`src/rtl/core/npcs_pkg.sv`:
```
// Shared types and constants for the nearest point cut-off search block.
package npcs_pkg;

  // Pattern positions saturate at the last index of the pattern store range.
  localparam int unsigned MaxPoints = 1024;
  localparam int unsigned IndexW    = 10;
  localparam logic [IndexW-1:0] LastPos = IndexW'(MaxPoints - 1);

  // Coordinate, penalty and distance widths.
  localparam int unsigned CoordW = 16;
  localparam int unsigned PenW   = 32;
  localparam int unsigned SqW    = 2 * CoordW;
  localparam int unsigned DistW  = PenW + 1;
  localparam int unsigned BestW  = DistW + 1;

  // Configuration port geometry and register word indexes.
  localparam int unsigned AddrW = 4;
  localparam int unsigned DataW = 32;
  localparam logic [1:0] RegQueryX       = 2'd0;
  localparam logic [1:0] RegQueryY       = 2'd1;
  localparam logic [1:0] RegQueryMissing = 2'd2;
  localparam logic [1:0] RegPenaltyPower = 2'd3;

  // Match kind codes reported with each result.
  localparam logic [1:0] KindMissing = 2'd0;
  localparam logic [1:0] KindCutoff  = 2'd1;
  localparam logic [1:0] KindProper  = 2'd2;

  // One pattern point as it arrives on the input channel.
  typedef struct packed {
    logic signed [CoordW-1:0] point_x;
    logic signed [CoordW-1:0] point_y;
    logic                     point_missing;
    logic                     last_point;
  } point_t;

  // One search result as it leaves on the output channel.
  typedef struct packed {
    logic [IndexW-1:0] nearest_index;
    logic [1:0]        match_kind;
  } result_t;

endpackage

```
`src/rtl/core/nearest_point_cutoff_search.sv`:
```
// Top level of the nearest point cut-off search: point pipeline, running minimum, APB registers.
// A result reaches the output register after its last point passes stage A and stage B.
// One point per cycle unless stalled; the running-minimum register update is the single loop.
// A stalled result blocks the pipeline only when a second last point reaches the update stage.
// Reset clears the registers, the pipeline valids and the search state (best distance infinite).
module nearest_point_cutoff_search (
  input  logic                          clk_i,
  input  logic                          rst_ni,
  // Point input channel
  input  logic                          in_valid_i,
  output logic                          in_ready_o,
  input  npcs_pkg::point_t              in_data_i,
  // Result output channel
  output logic                          out_valid_o,
  input  logic                          out_ready_i,
  output npcs_pkg::result_t             out_data_o,
  // APB configuration port
  input  logic                          psel,
  input  logic                          penable,
  input  logic                          pwrite,
  input  logic [npcs_pkg::AddrW-1:0]    paddr,
  input  logic [npcs_pkg::DataW-1:0]    pwdata,
  output logic [npcs_pkg::DataW-1:0]    prdata,
  output logic                          pready
);

  // Configuration registers
  logic signed [npcs_pkg::CoordW-1:0] query_x_q;
  logic signed [npcs_pkg::CoordW-1:0] query_y_q;
  logic                               query_missing_q;
  logic [npcs_pkg::PenW-1:0]          penalty_q;
  logic                               cfg_write;

  // Stage A: registered input point
  logic             a_vld_q;
  npcs_pkg::point_t a_pt_q;
  logic             a_ready;

  // Stage B: registered squares and flags
  logic                         b_vld_q;
  logic [npcs_pkg::SqW-1:0]     b_sqx_q;
  logic [npcs_pkg::SqW-1:0]     b_sqy_q;
  logic                         b_pmiss_q;
  logic                         b_last_q;
  logic                         b_go;
  logic                         b_ready;

  // Search state
  logic [npcs_pkg::BestW-1:0]   best_dist_q;
  logic [npcs_pkg::IndexW-1:0]  best_pos_q;
  logic                         best_miss_q;
  logic [npcs_pkg::IndexW-1:0]  cnt_q;

  // Output register
  logic                 out_vld_q;
  npcs_pkg::result_t    out_data_q;
  logic                 out_free;

  // Distance datapath
  logic signed [npcs_pkg::CoordW:0] dx;
  logic signed [npcs_pkg::CoordW:0] dy;
  logic [npcs_pkg::CoordW:0]        adx;
  logic [npcs_pkg::CoordW:0]        ady;
  logic [npcs_pkg::CoordW-1:0]      ax;
  logic [npcs_pkg::CoordW-1:0]      ay;
  logic [npcs_pkg::SqW-1:0]         sqx;
  logic [npcs_pkg::SqW-1:0]         sqy;
  logic [npcs_pkg::DistW-1:0]       sum;
  logic [npcs_pkg::DistW-1:0]       cap;
  logic [npcs_pkg::DistW-1:0]       capped;
  logic [npcs_pkg::DistW-1:0]       pt_dist;
  logic                             take;
  logic [npcs_pkg::BestW-1:0]       nb_dist;
  logic [npcs_pkg::IndexW-1:0]      nb_pos;
  logic                             nb_miss;
  logic [1:0]                       kind;

  // The APB port never waits; a write lands on the access cycle.
  assign pready    = 1'b1;
  assign cfg_write = psel && penable && pwrite && pready;

  always_ff @(posedge clk_i or negedge rst_ni) begin
    if (!rst_ni) begin
      query_x_q       <= '0;
      query_y_q       <= '0;
      query_missing_q <= 1'b0;
      penalty_q       <= '0;
    end else if (cfg_write) begin
      unique case (paddr[3:2])
        npcs_pkg::RegQueryX:       query_x_q       <= pwdata[npcs_pkg::CoordW-1:0];
        npcs_pkg::RegQueryY:       query_y_q       <= pwdata[npcs_pkg::CoordW-1:0];
        npcs_pkg::RegQueryMissing: query_missing_q <= pwdata[0];
        npcs_pkg::RegPenaltyPower: penalty_q       <= pwdata[npcs_pkg::PenW-1:0];
        default: ;
      endcase
    end
  end

  // Register read-back.
  always_comb begin
    prdata = '0;
    unique case (paddr[3:2])
      npcs_pkg::RegQueryX:       prdata = {16'b0, query_x_q};
      npcs_pkg::RegQueryY:       prdata = {16'b0, query_y_q};
      npcs_pkg::RegQueryMissing: prdata = {31'b0, query_missing_q};
      npcs_pkg::RegPenaltyPower: prdata = penalty_q;
      default:                   prdata = '0;
    endcase
  end

  // Flow control: a stage moves when the one after it is empty or moving.
  assign out_free   = !out_vld_q || out_ready_i;
  assign b_go       = b_vld_q && (!b_last_q || out_free);
  assign b_ready    = !b_vld_q || b_go;
  assign a_ready    = !a_vld_q || b_ready;
  assign in_ready_o = a_ready;

  // Stage A captures each transfer on the input channel.
  always_ff @(posedge clk_i or negedge rst_ni) begin
    if (!rst_ni) begin
      a_vld_q <= 1'b0;
    end else if (a_ready) begin
      a_vld_q <= in_valid_i;
    end
  end

  always_ff @(posedge clk_i) begin
    if (a_ready && in_valid_i) begin
      a_pt_q <= in_data_i;
    end
  end

  // Absolute coordinate differences and their squares.
  assign dx  = {query_x_q[npcs_pkg::CoordW-1], query_x_q}
             - {a_pt_q.point_x[npcs_pkg::CoordW-1], a_pt_q.point_x};
  assign dy  = {query_y_q[npcs_pkg::CoordW-1], query_y_q}
             - {a_pt_q.point_y[npcs_pkg::CoordW-1], a_pt_q.point_y};
  assign adx = dx[npcs_pkg::CoordW] ? 17'(-dx) : 17'(dx);
  assign ady = dy[npcs_pkg::CoordW] ? 17'(-dy) : 17'(dy);
  assign ax  = adx[npcs_pkg::CoordW-1:0];
  assign ay  = ady[npcs_pkg::CoordW-1:0];
  assign sqx = {16'b0, ax} * {16'b0, ax};
  assign sqy = {16'b0, ay} * {16'b0, ay};

  // Stage B holds the squares until the update stage takes them.
  always_ff @(posedge clk_i or negedge rst_ni) begin
    if (!rst_ni) begin
      b_vld_q <= 1'b0;
    end else if (b_ready) begin
      b_vld_q <= a_vld_q;
    end
  end

  always_ff @(posedge clk_i) begin
    if (b_ready && a_vld_q) begin
      b_sqx_q   <= sqx;
      b_sqy_q   <= sqy;
      b_pmiss_q <= a_pt_q.point_missing;
      b_last_q  <= a_pt_q.last_point;
    end
  end

  // Distance under the missing-point rules, capped at twice the penalty.
  assign sum    = {1'b0, b_sqx_q} + {1'b0, b_sqy_q};
  assign cap    = {penalty_q, 1'b0};
  assign capped = (sum < cap) ? sum : cap;

  always_comb begin
    if (b_pmiss_q && query_missing_q) begin
      pt_dist = '0;
    end else if (b_pmiss_q || query_missing_q) begin
      pt_dist = {1'b0, penalty_q};
    end else begin
      pt_dist = capped;
    end
  end

  // Running minimum; a tie keeps the earlier point.
  assign take    = {1'b0, pt_dist} < best_dist_q;
  assign nb_dist = take ? {1'b0, pt_dist} : best_dist_q;
  assign nb_pos  = take ? cnt_q : best_pos_q;
  assign nb_miss = take ? b_pmiss_q : best_miss_q;

  // Match kind of the pattern that ends with this point.
  always_comb begin
    if (nb_miss) begin
      kind = npcs_pkg::KindMissing;
    end else if (nb_dist == {1'b0, cap} || query_missing_q) begin
      kind = npcs_pkg::KindCutoff;
    end else begin
      kind = npcs_pkg::KindProper;
    end
  end

  // Search state update; the last point of a pattern starts a fresh search.
  always_ff @(posedge clk_i or negedge rst_ni) begin
    if (!rst_ni) begin
      best_dist_q <= '1;
      best_pos_q  <= '0;
      best_miss_q <= 1'b0;
      cnt_q       <= '0;
    end else if (b_go) begin
      if (b_last_q) begin
        best_dist_q <= '1;
        best_pos_q  <= '0;
        best_miss_q <= 1'b0;
        cnt_q       <= '0;
      end else begin
        best_dist_q <= nb_dist;
        best_pos_q  <= nb_pos;
        best_miss_q <= nb_miss;
        if (cnt_q != npcs_pkg::LastPos) begin
          cnt_q <= cnt_q + 1'b1;
        end
      end
    end
  end

  // Output register holds a result until its transfer completes.
  always_ff @(posedge clk_i or negedge rst_ni) begin
    if (!rst_ni) begin
      out_vld_q <= 1'b0;
    end else if (b_go && b_last_q) begin
      out_vld_q <= 1'b1;
    end else if (out_ready_i) begin
      out_vld_q <= 1'b0;
    end
  end

  always_ff @(posedge clk_i) begin
    if (b_go && b_last_q) begin
      out_data_q.nearest_index <= nb_pos;
      out_data_q.match_kind    <= kind;
    end
  end

  assign out_valid_o = out_vld_q;
  assign out_data_o  = out_data_q;

endmodule
```
`config.mk`:
```
export PLATFORM = sky130hd
export DESIGN_NAME = nearest_point_cutoff_search
export DESIGN_NICKNAME = d
export VERILOG_FILES = /design/src/rtl/core/npcs_pkg.sv /design/src/rtl/core/nearest_point_cutoff_search.sv
export SDC_FILE = /design/constraint.sdc
export NUM_CORES = 2
export LEC_CHECK = 0
export ABC_AREA = 1
export CAP_MARGIN = 20
export CELL_PAD_IN_SITES_DETAIL_PLACEMENT = 1
export CELL_PAD_IN_SITES_GLOBAL_PLACEMENT = 1
export CORE_MARGIN = 8
export CORE_UTILIZATION = 40
export CTS_CLUSTER_DIAMETER = 80
export DETAILED_ROUTE_END_ITERATION = 16
export DONT_BUFFER_PORTS = 1
export GPL_ROUTABILITY_DRIVEN = 0
export GPL_TIMING_DRIVEN = 0
export PLACE_DENSITY_LB_ADDON = 0.05
export SYNTH_ARGS = -nofsm -noshare
export SYNTH_HDL_FRONTEND = slang
export SYNTH_SLANG_ARGS = --single-unit
```
`constraint.sdc`:
```
create_clock -name clk_i -period 12.35 [get_ports clk_i]
set_input_delay 2.47 -clock clk_i [delete_from_list [all_inputs] [get_ports clk_i]]
set_output_delay 2.47 -clock clk_i [all_outputs]
set_load 0.05 [all_outputs]
```
==> metrics.yaml <==
ant_nets: 0
avgSynthCellArea_um2: 8.008
r2r_end: "b_sqy_q[30]"
initial_core_util_pct: 40.21
postSynthCellCount: 3719
yosys_warnings: 0
maxCapViolCount: 0
synth_compound_area_share_pct: 9.382
crit_path_end_kind: "flop"
synth_top_family_by_area: "adder cells"
synthSimpleGateAreaFrac_pct: 17.94
antenna_found_initial: 1
cts_hold_buf: 0
die_w_um: 288.9
grt_max_degree: 124
cp-start-kind: "flop"
r2r-start: "query_y_q[0]"
worstSetupPathType: "flop to flop"
tns_ns: 0
synth_ff_type: "edfxtp_1"
dr.pass1.iters: 6
critPathLaunch: "query_y_q[0]"
synthMuxAreaShare_pct: 0
design_area_um2: 32210
ys_ff_latch: 233
synth_cell_types: 56
post-cts-setup-buffer-count: 0
syn_area_um2: 29780
die_h_um: 288.9
routedWlPerCell_um: 21.04
crit_fanout: 10
grt_pass1_wl_um: 158500
arrival_ns: 10.65
tritoncts: "done"
drcViolationCount: 0
cts.sinks: 233
drt_iter0_drc: 1236
slew_viol_final: 0
slowest_stage: "xor2_1"
synth_edf_count: 110
dieArea_um2: 83440
wl_um: 100200
clkTransAtPathRegs_ns: 0.07
h-tree-depth: 1
synth_top_area_share_pct: 22.25
rows: 100
timing.final.crit_share_pct: 83.39
slew_headroom_pct: 24.56
endpoint: "b_sqy_q[30]"
max_stage_delay_ns: 0.60
ys_seq_area_share_pct: 21.57
io_buffers: 0
status: "completed"
setup_viol: 0
final_nets: 4495
required_ns: 12.70
drive_gt1_share_pct: 5.033
dp_hpwl_um: 85300
period_minus_slack_ns: 10.30
synthAdderAreaFrac_pct: 35.57
antennaDiodeCount: 0
final_cell_mix: "inv_1 (800), nand2_1 (670), nor2_1 (368)"
hold_viol_final: 0
num_vias: 25070
cts_root_buf: "clkbuf_16"
hold_path.class: "flop to flop"
areaGrowthSynthToFinish_pct: 8.146
min_from: "a_pt_q[0]"
globalRouteTotalUtil_pct: 24.41
synthArstFlopShare_pct: 52.79
insertion_delay_ns: 0.61
grt_pass1_vias: 27970
routed_via_density: 5.263
fillerInstances: 9089
max_freq_mhz: 97.10
worstMarginPinSlew_ns: 1.127
clock_skew_ns: 0.02591
core_area_um2: 74070
post_cts_resized: 0
crit_path_frequent_cell: "inv_1"
gr-total-overflow: 0
rsz0062_at_grt: "false"
cts-buffers-inserted: 31
syn_nets: 4444
placedCellCount: 4706
r2r_slack_ns: 2.05
place_area_um2: 31210
stdcell_count: 4764
yosys-top-cells-area: "fa_1 (22%), ha_1 (13%), edfxtp_1 (11%)"
synth-xor-area-share_pct: 3.802
reg2reg_depth: 42
clock_path_buffers: 3
ios: 124
layout_commonest_cell: "inv_1"
yosysTopAreaCell: "fa_1"
[worst min-delay path by stage]
stage	end	slack [ns]	cells past startpoint
finish	b_last_q	0.44	0
CTS	b_pmiss_q	0.45	0
global route	b_pmiss_q	0.45	0
global placement	b_pmiss_q	0.43	0
floorplan	b_last_q	0.40	0
detailed placement	b_pmiss_q	0.44	0
[registers in the layout (all words and copies together) (netlist names), 10 cells and up]
register     count
a_pt_q          34
penalty_q       32
b_sqy_q         31
query_y_q       16
best_dist_q     34
out_data_o      12
cnt_q           10
b_sqx_q         31
best_pos_q      10
query_x_q       16
[critical path, delay by kind of cell, from the launching register on]
| family | cells | cell delay [ns] |
|---|---|---|
| and+or+nand+nor | 13 | 1.74 |
| AOI/OAI and AO/OA | 8 | 1.52 |
| DFF | 1 | 0.41 |
| adders and majority gates | 9 | 3.91 |
| xor gates and xnor gates | 2 | 0.75 |
| buffers and inverters | 10 | 1.69 |
[Yosys cell counts (all sizes together) (3+ instances only)]
library cell and count:
a21o 7, nor4 3, a211oi 3, o21bai 8
o21ai 190, dfstp 34, o22ai 38, xnor2 36
or2 10, fa 331, nand4 28, nand3 161
o211ai 24, ha 317, nand3b 9, xor2 86
a21boi 6, nor3 38, edfxtp 110, buf 43
o21a 9, and3 3, clkbuf 50, nand2 676
a31oi 7, inv 812, o2111ai 3, dfrtp 89
a21oi 205, nor2 372
[routing by layer]
| layer | GRT usage (%) | wire, µm |
|---|---|---|
| met4 | 8.663 | 3959 |
| met1 | 30.28 | 42600 |
| met5 | 0 | 0 |
| met2 | 44.20 | 50470 |
| met3 | 1.992 | 3191 |
[metrics by stage]
stage,setup WS (ns),hold slack [ns],utilization (%)
after floorplan,4.172,0.4003,-
after global placement,2.200,0.4308,41.84
after detailed placement,1.954,0.4353,42.13
after CTS,1.956,0.4505,43.48
after global routing,1.345,0.4487,43.48
final,2.051,0.4411,43.48
[layout make-up]
cell class | instances | area [µm²] | share of cell area, %
Sequential cell | 233 | 6424 | 19.94
Buffer | 93 | 439.2 | 1.364
Clock buffer | 39 | 845.8 | 2.626
Multi-Input combinational cell | 2580 | 19870 | 61.71
Inverter | 813 | 3052 | 9.475
Timing Repair Buffer | 18 | 205.2 | 0.6371
Tap cell | 969 | 1212 | 3.764
Clock inverter | 19 | 155.1 | 0.4817
[cell families after synthesis]
logic type / Yosys count
flip-flops: 233
XOR/XNOR: 122
AND/OR/NAND/NOR: 1303
buffers and inverters: 906
other: 1
AO/OA/AOI/OAI: 506
adder cells (fa/ha/maj): 648
Power is not shown: default switching activity piles up to over one toggle a cycle in this logic, so the estimate is an artifact.
